===== config.mk =====
export PLATFORM = sky130hd
export DESIGN_NAME = tick_driven_cpu_scheduler_unit
export DESIGN_NICKNAME = d
export VERILOG_FILES = /design/src/rtl/tdcs_pkg.sv /design/src/rtl/tdcs_datapath.sv /design/src/rtl/tdcs_ctrl.sv /design/src/rtl/tick_driven_cpu_scheduler_unit.sv
export SDC_FILE = /design/constraint.sdc
export NUM_CORES = 2
export LEC_CHECK = 0
export BUFFER_PORTS_ARGS = -buffer_cell sky130_fd_sc_hd__buf_2
export CAP_MARGIN = 15
export CORE_MARGIN = 2
export CORE_UTILIZATION = 40
export DETAILED_ROUTE_END_ITERATION = 16
export HOLD_SLACK_MARGIN = 0.12
export PLACE_DENSITY = 0.58
export REMOVE_ABC_BUFFERS = 1
export SYNTH_ARGS = -nofsm -noshare
export SYNTH_HDL_FRONTEND = slang
export SYNTH_SLANG_ARGS = --single-unit
export TNS_END_PERCENT = 20

===== constraint.sdc =====
create_clock -name clk -period 12.8 [get_ports clk]
set_input_delay 0.64 -clock clk [delete_from_list [all_inputs] [get_ports clk]]
set_output_delay 0.64 -clock clk [all_outputs]
set_load 0.05 [all_outputs]

===== src/rtl/tdcs_pkg.sv =====
package tdcs_pkg;

	localparam int MaxProcs = 8;
	localparam int SlotW = 3;
	localparam int CntW = 4;

	localparam logic [2:0] PolFcfs = 3'd0;
	localparam logic [2:0] PolSjf = 3'd1;
	localparam logic [2:0] PolPrio = 3'd2;
	localparam logic [2:0] PolRr = 3'd3;
	localparam logic [2:0] PolPsjf = 3'd4;
	localparam logic [2:0] PolPprio = 3'd5;

	localparam logic [1:0] CfgPolicy = 2'd0;
	localparam logic [1:0] CfgSlice = 2'd1;
	localparam logic [1:0] CfgCount = 2'd2;

	localparam logic [3:0] FReady = 4'd1;
	localparam logic [3:0] FWait = 4'd2;
	localparam logic [3:0] FRun = 4'd4;
	localparam logic [3:0] FDone = 4'd8;

	typedef enum logic [2:0] {
		ST_IDLE,
		ST_SCAN,
		ST_SORT,
		ST_EXEC,
		ST_OUT
	} state_t;

	typedef struct packed {
		logic load;
		logic clear_start;
		logic scan_step;
		logic sort_step;
		logic exec;
		logic emit;
	} cmd_t;

	typedef struct packed {
		logic clear_done;
		logic scan_done;
		logic sort_done;
		logic run_over;
	} status_t;

endpackage


===== src/rtl/tdcs_datapath.sv =====
module tdcs_datapath import tdcs_pkg::*; (
	input  logic        clk,
	input  logic        arst_n,
	input  cmd_t        cmd_c,
	output status_t     stat,
	input  logic [2:0]  policy_q,
	input  logic [7:0]  time_slice_q,
	input  logic [3:0]  slot_count_q,
	input  logic [2:0]  slot_index,
	input  logic [15:0] arrival,
	input  logic [7:0]  burst_length,
	input  logic [7:0]  rank,
	input  logic [1:0]  io_requests,
	input  logic [7:0]  io_at_first,
	input  logic [7:0]  io_len_first,
	input  logic [7:0]  io_at_second,
	input  logic [7:0]  io_len_second,
	output logic [15:0] tick_number,
	output logic        cpu_busy,
	output logic [2:0]  cpu_slot,
	output logic        finished,
	output logic [2:0]  finished_slot,
	output logic [15:0] finished_wait,
	output logic [15:0] finished_turnaround,
	output logic        all_finished
);

	logic [15:0] arr_q [MaxProcs];
	logic [7:0]  bur_q [MaxProcs];
	logic [7:0]  rem_q [MaxProcs];
	logic [7:0]  rnk_q [MaxProcs];
	logic [1:0]  ioc_q [MaxProcs];
	logic [7:0]  iot_q [MaxProcs][2];
	logic [7:0]  iol_q [MaxProcs][2];
	logic [1:0]  ion_q [MaxProcs];
	logic [15:0] elig_q [MaxProcs];
	logic [15:0] wait_q [MaxProcs];
	logic [3:0]  flg_q [MaxProcs];
	logic [2:0]  rdy_q [MaxProcs];
	logic [CntW-1:0] rcnt_q;
	logic [2:0]  ioq_q [MaxProcs];
	logic [CntW-1:0] icnt_q;
	logic        run_v_q;
	logic [2:0]  run_s_q;
	logic        io_v_q;
	logic [2:0]  io_s_q;
	logic [7:0]  io_left_q;
	logic [7:0]  slice_q;
	logic [15:0] now_q;
	logic [CntW-1:0] done_q;
	logic [2:0]  ci_q;
	logic [2:0]  si_q, sj_q;
	logic [3:0]  n;
	logic [2:0]  pol;
	logic        by_rank, do_sort;
	logic [7:0]  ki, kj;

	// local working copies for the exec tick
	logic [3:0]  fl [MaxProcs];
	logic [15:0] wt [MaxProcs];
	logic [7:0]  rm [MaxProcs];
	logic [1:0]  nx [MaxProcs];
	logic [15:0] el [MaxProcs];
	logic [2:0]  rq [MaxProcs];
	logic [CntW-1:0] rc;
	logic [2:0]  iq [MaxProcs];
	logic [CntW-1:0] ic;
	logic        rv, iv;
	logic [2:0]  rs, is_s;
	logic [7:0]  il, sl;
	logic [15:0] nw;
	logic [CntW-1:0] dn;
	logic        busy_c, fin_c, take, trig;
	logic [2:0]  cpu_c, fs_c;
	logic [15:0] fw_c, ft_c, ftk;
	logic [8:0]  elapsed;
	logic [2:0]  hd;

	assign n = (slot_count_q > 4'(MaxProcs)) ? 4'(MaxProcs) : slot_count_q;
	assign pol = (policy_q > PolPprio) ? PolFcfs : policy_q;
	assign by_rank = (pol == PolPrio) || (pol == PolPprio);
	assign do_sort = (pol != PolFcfs) && (pol != PolRr);
	assign ki = by_rank ? rnk_q[rdy_q[si_q]] : rem_q[rdy_q[si_q]];
	assign kj = by_rank ? rnk_q[rdy_q[sj_q]] : rem_q[rdy_q[sj_q]];

	assign stat.clear_done = 1'b1;
	assign stat.scan_done = (4'(ci_q) + 4'd1 >= n) || (n == 4'd0);
	assign stat.sort_done = !do_sort || (rcnt_q < 4'd2) ||
		((4'(si_q) + 4'd2 >= rcnt_q) && (4'(sj_q) + 4'd1 >= rcnt_q));
	assign stat.run_over = (done_q >= n);

	always_comb begin
		for (int i = 0; i < MaxProcs; i++) begin
			fl[i] = flg_q[i];
			wt[i] = wait_q[i];
			rm[i] = rem_q[i];
			nx[i] = ion_q[i];
			el[i] = elig_q[i];
			rq[i] = rdy_q[i];
			iq[i] = ioq_q[i];
		end
		rc = rcnt_q;
		ic = icnt_q;
		rv = run_v_q;
		rs = run_s_q;
		iv = io_v_q;
		is_s = io_s_q;
		il = io_left_q;
		sl = slice_q;
		dn = done_q;
		fin_c = 1'b0;
		fs_c = '0;
		fw_c = '0;
		ft_c = '0;
		take = 1'b0;
		trig = 1'b0;
		elapsed = '0;
		ftk = '0;
		hd = '0;
		if (!rv) begin
			if (rc > 0) begin
				rs = rq[0];
				for (int i = 0; i < MaxProcs - 1; i++) rq[i] = rq[i + 1];
				rc = rc - 4'd1;
				fl[rs] = FRun;
				rv = 1'b1;
			end else begin
				rs = '0;
			end
		end
		if (pol != PolPprio) begin
			for (int i = 0; i < MaxProcs; i++)
				if (4'(i) < n && fl[i][0])
					wt[i] = (wt[i] == 16'hFFFF) ? wt[i] : wt[i] + 16'd1;
		end
		if (rv && rc > 0 && (pol == PolPsjf || pol == PolPprio)) begin
			hd = rq[0];
			take = (pol == PolPsjf) ? (rm[rs] > rm[hd]) : (rnk_q[rs] > rnk_q[hd]);
			if (take) begin
				fl[rs] = '0;
				rs = rq[0];
				for (int i = 0; i < MaxProcs - 1; i++) rq[i] = rq[i + 1];
				rc = rc - 4'd1;
				fl[rs] = FRun;
			end
		end
		if (pol == PolPprio) begin
			for (int i = 0; i < MaxProcs; i++)
				if (4'(i) < n && fl[i][0])
					wt[i] = (wt[i] == 16'hFFFF) ? wt[i] : wt[i] + 16'd1;
		end
		busy_c = rv;
		cpu_c = rv ? rs : 3'd0;
		if (rv) begin
			elapsed = {1'b0, bur_q[rs]} - {1'b0, rm[rs]};
			trig = ({1'b0, nx[rs]} < {1'b0, ioc_q[rs]}) &&
				(elapsed[7:0] + 8'd1 == iot_q[rs][nx[rs][0]]) && !elapsed[8] &&
				(elapsed[7:0] != 8'hFF);
			if (rm[rs] > 0) rm[rs] = rm[rs] - 8'd1;
			if (trig) begin
				fl[rs] = FWait;
				if (ic < 4'(MaxProcs)) begin
					iq[ic[2:0]] = rs;
					ic = ic + 4'd1;
				end
				if (pol == PolRr) sl = time_slice_q;
				if (rc > 0) begin
					rs = rq[0];
					for (int i = 0; i < MaxProcs - 1; i++) rq[i] = rq[i + 1];
					rc = rc - 4'd1;
					fl[rs] = FRun;
				end else begin
					rv = 1'b0;
					rs = '0;
				end
			end else begin
				if (pol == PolRr) sl = sl - 8'd1;
				if (rm[rs] == 0) begin
					ftk = (now_q == 16'hFFFF) ? now_q : now_q + 16'd1;
					if (pol == PolRr) sl = time_slice_q;
					fin_c = 1'b1;
					fs_c = rs;
					fw_c = wt[rs];
					ft_c = (ftk >= arr_q[rs]) ? ftk - arr_q[rs] : 16'd0;
					fl[rs] = FDone;
					dn = dn + 4'd1;
					if (rc > 0) begin
						rs = rq[0];
						for (int i = 0; i < MaxProcs - 1; i++) rq[i] = rq[i + 1];
						rc = rc - 4'd1;
						fl[rs] = FRun;
					end else begin
						rv = 1'b0;
						rs = '0;
					end
				end else if (pol == PolRr && sl == 0) begin
					fl[rs] = '0;
					sl = time_slice_q;
					if (rc > 0) begin
						rs = rq[0];
						for (int i = 0; i < MaxProcs - 1; i++) rq[i] = rq[i + 1];
						rc = rc - 4'd1;
						fl[rs] = FRun;
					end else begin
						rv = 1'b0;
						rs = '0;
					end
				end
			end
		end
		nw = (now_q == 16'hFFFF) ? now_q : now_q + 16'd1;
		if (!iv && ic > 0) begin
			is_s = iq[0];
			for (int i = 0; i < MaxProcs - 1; i++) iq[i] = iq[i + 1];
			ic = ic - 4'd1;
			iv = 1'b1;
			il = iol_q[is_s][nx[is_s][0]];
		end
		if (iv) begin
			if (il > 0) il = il - 8'd1;
			if (il == 0) begin
				nx[is_s] = nx[is_s] + 2'd1;
				fl[is_s] = '0;
				el[is_s] = (nw == 16'hFFFF) ? nw : nw + 16'd1;
				iv = 1'b0;
				is_s = '0;
			end
		end
	end

	always_ff @(posedge clk or negedge arst_n) begin
		if (!arst_n) begin
			for (int i = 0; i < MaxProcs; i++) begin
				ion_q[i] <= '0;
				wait_q[i] <= '0;
				flg_q[i] <= '0;
			end
			rcnt_q <= '0;
			icnt_q <= '0;
			run_v_q <= 1'b0;
			run_s_q <= '0;
			io_v_q <= 1'b0;
			io_s_q <= '0;
			io_left_q <= '0;
			slice_q <= 8'd5;
			now_q <= '0;
			done_q <= '0;
			ci_q <= '0;
			si_q <= '0;
			sj_q <= 3'd1;
			tick_number <= '0;
			cpu_busy <= 1'b0;
			cpu_slot <= '0;
			finished <= 1'b0;
			finished_slot <= '0;
			finished_wait <= '0;
			finished_turnaround <= '0;
			all_finished <= 1'b0;
		end else begin
			if (cmd_c.load) begin
				arr_q[slot_index] <= arrival;
				bur_q[slot_index] <= burst_length;
				rnk_q[slot_index] <= rank;
				ioc_q[slot_index] <= (io_requests == 2'd3) ? 2'd2 : io_requests;
				if (io_requests[1] && io_at_first > io_at_second) begin
					iot_q[slot_index][0] <= io_at_second;
					iol_q[slot_index][0] <= io_len_second;
					iot_q[slot_index][1] <= io_at_first;
					iol_q[slot_index][1] <= io_len_first;
				end else begin
					iot_q[slot_index][0] <= io_at_first;
					iol_q[slot_index][0] <= io_len_first;
					iot_q[slot_index][1] <= io_at_second;
					iol_q[slot_index][1] <= io_len_second;
				end
			end
			if (cmd_c.clear_start) begin
				for (int i = 0; i < MaxProcs; i++) begin
					rem_q[i] <= (cmd_c.load && slot_index == 3'(i)) ? burst_length : bur_q[i];
					elig_q[i] <= (cmd_c.load && slot_index == 3'(i)) ? arrival : arr_q[i];
					ion_q[i] <= '0;
					wait_q[i] <= '0;
					flg_q[i] <= '0;
				end
				rcnt_q <= '0;
				icnt_q <= '0;
				run_v_q <= 1'b0;
				run_s_q <= '0;
				io_v_q <= 1'b0;
				io_s_q <= '0;
				io_left_q <= '0;
				slice_q <= time_slice_q;
				now_q <= '0;
				done_q <= '0;
			end
			if (cmd_c.scan_step) begin
				if (4'(ci_q) < n && elig_q[ci_q] <= now_q && flg_q[ci_q] == 4'd0 &&
						rcnt_q < 4'(MaxProcs)) begin
					rdy_q[rcnt_q[2:0]] <= ci_q;
					rcnt_q <= rcnt_q + 4'd1;
					flg_q[ci_q] <= FReady;
				end
				ci_q <= stat.scan_done ? 3'd0 : ci_q + 3'd1;
			end
			if (cmd_c.sort_step) begin
				if (do_sort && 4'(sj_q) < rcnt_q && ki > kj) begin
					rdy_q[si_q] <= rdy_q[sj_q];
					rdy_q[sj_q] <= rdy_q[si_q];
				end
				if (stat.sort_done) begin
					si_q <= '0;
					sj_q <= 3'd1;
				end else if (4'(sj_q) + 4'd1 >= rcnt_q) begin
					si_q <= si_q + 3'd1;
					sj_q <= si_q + 3'd2;
				end else begin
					sj_q <= sj_q + 3'd1;
				end
			end
			if (cmd_c.exec) begin
				for (int i = 0; i < MaxProcs; i++) begin
					flg_q[i] <= fl[i];
					wait_q[i] <= wt[i];
					rem_q[i] <= rm[i];
					ion_q[i] <= nx[i];
					elig_q[i] <= el[i];
					rdy_q[i] <= rq[i];
					ioq_q[i] <= iq[i];
				end
				rcnt_q <= rc;
				icnt_q <= ic;
				run_v_q <= rv;
				run_s_q <= rs;
				io_v_q <= iv;
				io_s_q <= is_s;
				io_left_q <= il;
				slice_q <= sl;
				now_q <= nw;
				done_q <= dn;
				tick_number <= now_q;
				cpu_busy <= busy_c;
				cpu_slot <= cpu_c;
				finished_slot <= fs_c;
				finished_wait <= fw_c;
				finished_turnaround <= ft_c;
				all_finished <= (dn >= n);
			end
			if (cmd_c.emit) begin
				tick_number <= now_q;
				cpu_busy <= 1'b0;
				cpu_slot <= '0;
				finished_slot <= '0;
				finished_wait <= '0;
				finished_turnaround <= '0;
				all_finished <= 1'b1;
			end
			finished <= cmd_c.exec ? fin_c : 1'b0;
		end
	end

endmodule


===== src/rtl/tdcs_ctrl.sv =====
module tdcs_ctrl import tdcs_pkg::*; (
	input  logic    clk,
	input  logic    arst_n,
	input  logic    start,
	input  logic    cmd,
	input  status_t stat,
	output cmd_t    cmd_c,
	output logic    busy,
	output logic    strobe
);

	state_t state_q, state_d;
	logic   strobe_q;

	always_ff @(posedge clk or negedge arst_n) begin
		if (!arst_n) begin
			state_q <= ST_IDLE;
			strobe_q <= 1'b0;
		end else begin
			state_q <= state_d;
			strobe_q <= cmd_c.exec || cmd_c.emit;
		end
	end

	assign strobe = strobe_q;

	always_comb begin
		state_d = state_q;
		cmd_c = '0;
		busy = 1'b1;
		unique case (state_q)
			ST_IDLE: begin
				busy = strobe_q;
				if (start && !strobe_q) begin
					if (!cmd) begin
						cmd_c.load = 1'b1;
						cmd_c.clear_start = 1'b1;
					end else if (stat.run_over) begin
						cmd_c.emit = 1'b1;
					end else begin
						state_d = ST_SCAN;
					end
				end
			end
			ST_SCAN: begin
				cmd_c.scan_step = 1'b1;
				if (stat.scan_done) state_d = ST_SORT;
			end
			ST_SORT: begin
				cmd_c.sort_step = 1'b1;
				if (stat.sort_done) state_d = ST_EXEC;
			end
			ST_EXEC: begin
				cmd_c.exec = 1'b1;
				state_d = ST_IDLE;
			end
			default: state_d = ST_IDLE;
		endcase
	end

endmodule


===== src/rtl/tick_driven_cpu_scheduler_unit.sv =====
// a load gives no word; a tick on a finished run strobes next cycle
// a tick scans n = min(slot count, 8) slots, then sorts the ready words (sjf, priority and their
// preemptive forms, with two or more ready), then executes; strobe is registered from the exec
// one item at a time: a tick is taken only while busy is low, a load every cycle while busy is low
// reset clears control, run state and configuration (policy fcfs, slice 5, count 3)
// the receiver cannot stall: each word is shown for one cycle with strobe
module tick_driven_cpu_scheduler_unit import tdcs_pkg::*; (
	input  logic        clk,
	input  logic        arst_n,
	input  logic        start,
	output logic        busy,
	input  logic        cmd,
	input  logic [2:0]  slot_index,
	input  logic [15:0] arrival,
	input  logic [7:0]  burst_length,
	input  logic [7:0]  rank,
	input  logic [1:0]  io_requests,
	input  logic [7:0]  io_at_first,
	input  logic [7:0]  io_len_first,
	input  logic [7:0]  io_at_second,
	input  logic [7:0]  io_len_second,
	input  logic        cfg_valid,
	output logic        cfg_ready,
	input  logic [1:0]  cfg_index,
	input  logic [7:0]  cfg_data,
	output logic        strobe,
	output logic [15:0] tick_number,
	output logic        cpu_busy,
	output logic [2:0]  cpu_slot,
	output logic        finished,
	output logic [2:0]  finished_slot,
	output logic [15:0] finished_wait,
	output logic [15:0] finished_turnaround,
	output logic        all_finished
);

	cmd_t       cmd_c;
	status_t    stat;
	logic [2:0] policy_q;
	logic [7:0] time_slice_q;
	logic [3:0] slot_count_q;

	assign cfg_ready = 1'b1;

	always_ff @(posedge clk or negedge arst_n) begin
		if (!arst_n) begin
			policy_q <= PolFcfs;
			time_slice_q <= 8'd5;
			slot_count_q <= 4'd3;
		end else if (cfg_valid) begin
			unique case (cfg_index)
				CfgPolicy: policy_q <= cfg_data[2:0];
				CfgSlice: time_slice_q <= cfg_data;
				CfgCount: slot_count_q <= cfg_data[3:0];
				default: ;
			endcase
		end
	end

	tdcs_ctrl u_ctrl (
		.clk(clk), .arst_n(arst_n), .start(start), .cmd(cmd), .stat(stat),
		.cmd_c(cmd_c), .busy(busy), .strobe(strobe)
	);

	tdcs_datapath u_dp (
		.clk(clk), .arst_n(arst_n), .cmd_c(cmd_c), .stat(stat),
		.policy_q(policy_q), .time_slice_q(time_slice_q),
		.slot_count_q(slot_count_q), .slot_index(slot_index),
		.arrival(arrival), .burst_length(burst_length), .rank(rank),
		.io_requests(io_requests), .io_at_first(io_at_first),
		.io_len_first(io_len_first), .io_at_second(io_at_second),
		.io_len_second(io_len_second), .tick_number(tick_number),
		.cpu_busy(cpu_busy), .cpu_slot(cpu_slot), .finished(finished),
		.finished_slot(finished_slot), .finished_wait(finished_wait),
		.finished_turnaround(finished_turnaround), .all_finished(all_finished)
	);

endmodule

# After elaboration in Yosys (flattened, before gate mapping)
# Memory sizes are Yosys's and may differ from the RTL's.
# Cells that the tools add are included.
word_totals:
  reg_bits: 313
  latch_bits: 0
  ram_bits: 768
  mem_bits_ro: 0
  input_bits: 84
  out_inout_bits: 60
  elab_cells: 670
  mem_count: 10
memory_table:
  columns: ["memory", "words", "word_bits", "rd", "rd_ports_with_merged_regs", "wr", "line", "source"]
  rows:
  - ["u_dp.arr_q", 8, 16, 9, 0, 1, "tdcs_datapath.sv:28", "logic [15:0] arr_q [MaxProcs];"]
  - ["u_dp.elig_q", 8, 16, 9, 0, 8, "tdcs_datapath.sv:36", "logic [15:0] elig_q [MaxProcs];"]
  - ["u_dp.iol_q", 8, 16, 1, 0, 1, "tdcs_datapath.sv:34", "logic [7:0] iol_q [MaxProcs][2];"]
  - ["u_dp.iot_q", 8, 16, 1, 0, 1, "tdcs_datapath.sv:33", "logic [7:0] iot_q [MaxProcs][2];"]
  - ["u_dp.bur_q", 8, 8, 9, 0, 1, "tdcs_datapath.sv:29", "logic [7:0] bur_q [MaxProcs];"]
  - ["u_dp.rem_q", 8, 8, 10, 0, 8, "tdcs_datapath.sv:30", "logic [7:0] rem_q [MaxProcs];"]
  - ["+4 memories", null, null, null, null, null, null, null]
op_classes:
  addsub: 39
  multipliers: 0
  n_div: 0
  magnitude_cmp: 52
  eq_ne: 48
  shifts: 0
  mux: 325
  n_bitwise: 59
  reduce_logical: 87
ops:
  columns: ["operator", "count"]
  rows:
  - ["16-bit 2-to-1 mux", 71]
  - ["128-bit 2-to-1 mux", 6]
  - ["32-bit 2-to-1 mux", 17]
  - ["8-bit 2-to-1 mux", 54]
  - ["16-bit by 1-bit adder with 16-bit output, second input constant", 18]
  - ["16-bit equality test, second input constant", 18]
  - ["21-bit 2-to-1 mux", 10]
  - ["24-bit bitwise AND", 8]
  - ["64-bit 2-to-1 mux", 3]
  - ["24-bit NOT", 6]
  - ["4-bit 2-to-1 mux", 33]
  - ["128-bit bitwise mux", 1]
  - ["3-bit 2-to-1 mux", 41]
  - ["32-bit bitwise AND", 3]
  - ["8-bit binary-select mux with 3-bit select", 4]
  - ["32-bit NOT", 3]
  - ["4-bit demux with 3-bit select", 7]
  - ["24-bit 2-to-1 mux", 3]
  - ["64-bit bitwise mux", 1]
  - ["8-bit OR", 8]
  - ["1-bit logical AND", 55]
  - ["1-bit 2-to-1 mux", 53]
  - ["16-bit binary-select mux with 3-bit select", 1]
  - ["16-bit demux with 3-bit select", 1]
  - ["64 further kinds", 185]

# Depth between registers and ports, before layout
logic_depth:
  word_depth: 41
  depth_mapped: 64
  ltp_nobuf: 50

# Modules after synthesis
# Synthesis repeated with hierarchy kept, for this count alone.
hier_totals:
  cells_unflattened: 6740
  area_unflattened_um2: 66537.6
by_module_without_submodules:
  columns: ["module", "instances", "cells_per_inst", "area_per_inst_um2", "seq_area_each_um2"]
  rows:
  - ["tdcs_datapath", 1, 6681, 65634.2, 30422.9]
  - ["tick_driven_cpu_scheduler_unit", 1, 35, 606.8, 380.4]
  - ["tdcs_ctrl", 1, 24, 296.5, 75.1]

# Least setup slack after synthesis
# OpenSTA, ideal clock, no wires.
synth_path:
  kind: "register to register"
  from: "reg, netlist name u_dp.rcnt_q[0]"
  to: "mem u_dp.elig_q[7][0] (enable)"
  setup_time_ns: 0.411
  t_arrival_ns: 13.190
  t_required_ns: 12.389
  slack_ns: -0.801
  stages_incl_launch_ff: 56
  path_buffers: 11
  synth_period_minus_slack_ns: 13.601
  cell_sequence: "dfrtp_1 buf_2 inv_1 ha_1 nor3b_1 clkbuf_1 o21ai_1 clkbuf_1 clkbuf_1 clkbuf_1 nand2_1 nand3_1 o211ai_1 a21oi_1 ha_1 a211o_1 a21oi_1 nand3_1 [20 not listed] or3_1 clkbuf_1 mux2i_1 ha_1 nand2b_1 nor2_1 nor2_1 mux2_4 buf_4 nor2_1 a41o_1 ha_1 o211ai_1 nor4_1 a22oi_1 nor4_4 nand3_1 o21ai_0"
synth_rtl:
  columns: ["item", "line"]
  rows:
  - ["end, declared", "tdcs_datapath.sv:36"]

==> impl_results.md <==
* Status: finished, final reports clean
* CTS sink cnt at 1080
* NetSw at about 12 mW
* Switching part of the total power at between 50% and 60%
* Drt pass-1 iters at 10
* Die area at ~170000 um^2
* Mean Syn Cell Area at 9.63 um^2
* RR Startpoint: u_dp.rcnt_q[1]
* # IOs at 144
* Clk pwr share at between 10% and 20%
* Worst Hold Class: input port to register
* Top cell by count, worst path: buf_4
* Initial Util at between 40% and 50%
* Core area at between 150000 and 200000 um^2
* Most frequent cells in the layout: nand2_1 (1060), edfxtp_1 (768), nor2_1 (447)
* Layout cells sized above 1 at between 10% and 20%
* Vias in the first global route at 55500
* Final hold vios at 0
* Reg clk slew, reported paths at approximately 0.06 ns
* Final WL at between 200000 and 300000 um
* Antenna violations before repair at 27
* Static Leak at 27.5 nW
* GRT Residual Overflow at 0
* TritonCTS clock tree: yes
* GR Layer Usage met2 at a little under half
* Worst R2R End: u_dp.elig_q[0][5]
* Final core utilization at a little under half
* Total CTS buffers at between 100 and 150
* Final period util at between 90 and 100%
* Final setup viols at 0
* Post-DP HPWL at roughly 190000 um
* Worst vdd ir at between 0.3 and 0.4 mV
* Clk_lat worst skew at between 0.8 and 0.9 ns
* Fillers at between 15000 and 20000
* Most common cell after layout, fill and taps aside: nand2_1
* CP max-delay cell: or3b_2
* Routed Antenna Nets at 0
* Post-synth ARST share at roughly 29%
* Vias per cell at about 6.4
* Skew final at 0.0475 ns
* Slew Limit Fails at 0
* Cell Int Power at about 11 mW
* Synth unique cells at approximately 110
* EDFF count, synth at 768
* Sequential share of the synthesized area at around 47%
* Layout area overhead at 13.4%
* RSZ-0062 raised after global routing: true
* Dominant synthesized flop cell: edfxtp_1
* FF+latch count, synth at between 1000 and 1500
* Relative slew slack at between 10% and 20%
* Die width at just over 400 um
* Worst EP required at 13.29 ns
* Die height at between 400 and 500 um
* CP Depth at between 50 and 60
* Worst Tran Pin Value at between 1 and 1.5 ns
* Startpoint types: register
* Flop pwr share at about a fifth
* Pwr Density at about 310 nW/um^2
* First-pass GRT wire length at approximately 390000 um
* Routed length per placed instance at just under 30 um
* Htree depth at 4
* Root Driver: clkbuf_16
* Peak Freq at 0.0815 GHz
* Synth warn at 0
* CP Buf/Inv Count at 9
* Drt initial violations at 7906
* Remaining DRCs at 0
* Worst-case reg-to-reg path depth at a little over 50
* R2R setup slack at about 0.53 ns
* Fin nets at approximately 7200
* Synthesized area at between 60000 and 70000 um^2
* Total Neg Setup Slack at 0 ns
* Vias after detailed routing at 59700
* Bufs on Longest Clock Path at 3
* GR Util met1 at approximately two fifths
* Top Usage Layer GRT: met2
* Cell family with most CP delay: compound AO/OA/AOI/OAI gates
* GRT Util Overall at 31.2%
* Worst path max stage delay at a little over 0.5 ns
* Final Power at 23.1 mW
* CP arrival at about 13 ns
* RD Place Congestion at slightly below 1
* CP Launch Point: u_dp.rcnt_q[1]
* Final hold slack at roughly 0.17 ns
* Worst setup endpoint: u_dp.elig_q[0][5]
* Final worst path period need at 12.27 ns
* Met3 GRT Util at between 7 and 8%
* Worst setup EP type: register
* Cell Rows at around 150
* IO buf count at 142
* Post-Syn Instances at 6886
* Total of max-cap violations at 0
* Crit Path Class: register to register
* Largest net degree at the start of global routing at 170
* Logic gate share of total power at ~63%
* CP max FO at 20
[Yosys cell counts, types with 67 or more instances]
cell | number | area (um^2)
a211oi_1 | 92 | 691
nand3_1 | 227 | 1140
buf_1 | 68 | 255
mux2_2 | 111 | 1250
nor3_1 | 142 | 711
ha_1 | 137 | 1710
inv_1 | 127 | 477
o21ai_0 | 428 | 2140
nand2_1 | 1067 | 4010
and2_1 | 67 | 419
a31oi_1 | 67 | 419
edfxtp_1 | 768 | 23100
o22ai_1 | 298 | 1860
clkbuf_1 | 367 | 1380
nand4_1 | 75 | 469
a22oi_1 | 153 | 1150
nor2_1 | 464 | 1740
xor2_1 | 74 | 648
mux2i_1 | 363 | 3630
a21oi_1 | 268 | 1340
xnor2_1 | 167 | 1460
dfrtp_1 | 305 | 7630
[power groups by stage]
| stage | registers, mW | clock network [mW] | logic (mW) |
|---|---|---|---|
| 2_1_floorplan | 4.87 | 0 | 8.08 |
| 3_5_place_dp | 4.86 | 0 | 13.7 |
| 6_report | 4.83 | 3.77 | 14.5 |
| 4_1_cts | 4.79 | 3.81 | 13.8 |
| 3_3_place_gp | 4.85 | 0 | 13.6 |
| 5_1_grt | 4.85 | 3.96 | 15.3 |
[repair_timing]
| action | 4_1_cts | 5_1_grt |
|---|---|---|
| endpoints found under the setup margin | 152 | 179 |
| cloned | 0 | 3 |
| hold endpoints to repair | 134 | 0 |
| pin swaps | 1 | 7 |
| gates resized for setup | 4 | 42 |
| setup buffers | 0 | 15 |
| hold buffers | 12 | 0 |
[state kept, by name, summed over array words and instances (netlist names), 8 cells and up, named ones only]
signal	flops
u_dp.ion_q	16
u_dp.rdy_q	24
u_dp.now_q	16
u_dp.arr_q	128
u_dp.rnk_q	64
u_dp.ioc_q	16
u_dp.io_left_q	8
time_slice_q	8
u_dp.bur_q	64
u_dp.elig_q	128
u_dp.wait_q	128
u_dp.rem_q	64
u_dp.finished_turnaround	16
u_dp.ioq_q	24
u_dp.iot_q	128
u_dp.tick_number	16
u_dp.finished_wait	16
u_dp.iol_q	128
u_dp.flg_q	32
[metrics by stage]
step | cells | setup WS [ns] | area, um^2
after floorplan | 6415 | -3.81 | 64500
after global placement | 9025 | -0.217 | 70500
after detailed placement | 9026 | -0.356 | 70500
after CTS | 9268 | 0.0431 | 74900
after global routing | 9293 | -0.0699 | 75200
final | 9298 | 0.525 | 75200
[cell type report]
type                       instances  area (um^2)  share of cell area [%]
tap                             2189         2740                    3.64
antenna                           10         25.0                  0.0333
clock buffer                     169         3550                    4.72
clock inverter                    61          699                   0.930
multi-input combinational       5202        33600                    44.7
inverter                         134          510                   0.679
timing repair buffer             453         3220                    4.28
sequential                      1080        30900                    41.0
[routing by layer]
layer,vias up,share of wire (%)
li1,26100,-
met1,29200,40
met2,3532,44
met3,772,11
met4,24,5.4
met5,-,0.061
[cell families after synthesis]
logic type	count (synthesis)	synth area share, %
compound gates	1877	18.6
simple gates	2432	16.9
mux	511	8.61
xor+xnor	241	3.18
buf+inv	605	3.51
fa+ha+maj	139	2.65
other cells	1	0.00565
flops	1080	46.6
[how the worst min path moves through the flow]
stage                              from                   to  cells after the start
floorplan                        arst_n            async pin                      0
global placement    u_dp.tick_number[2]  u_dp.tick_number[2]                      2
detailed placement  u_dp.tick_number[3]  u_dp.tick_number[3]                      2
CTS                         cfg_data[4]      time_slice_q[4]                      2
global route                    rank[1]     u_dp.rnk_q[3][1]                      1
finish                      cfg_data[4]      time_slice_q[4]                      2
(Power assumes the default switching activity.)
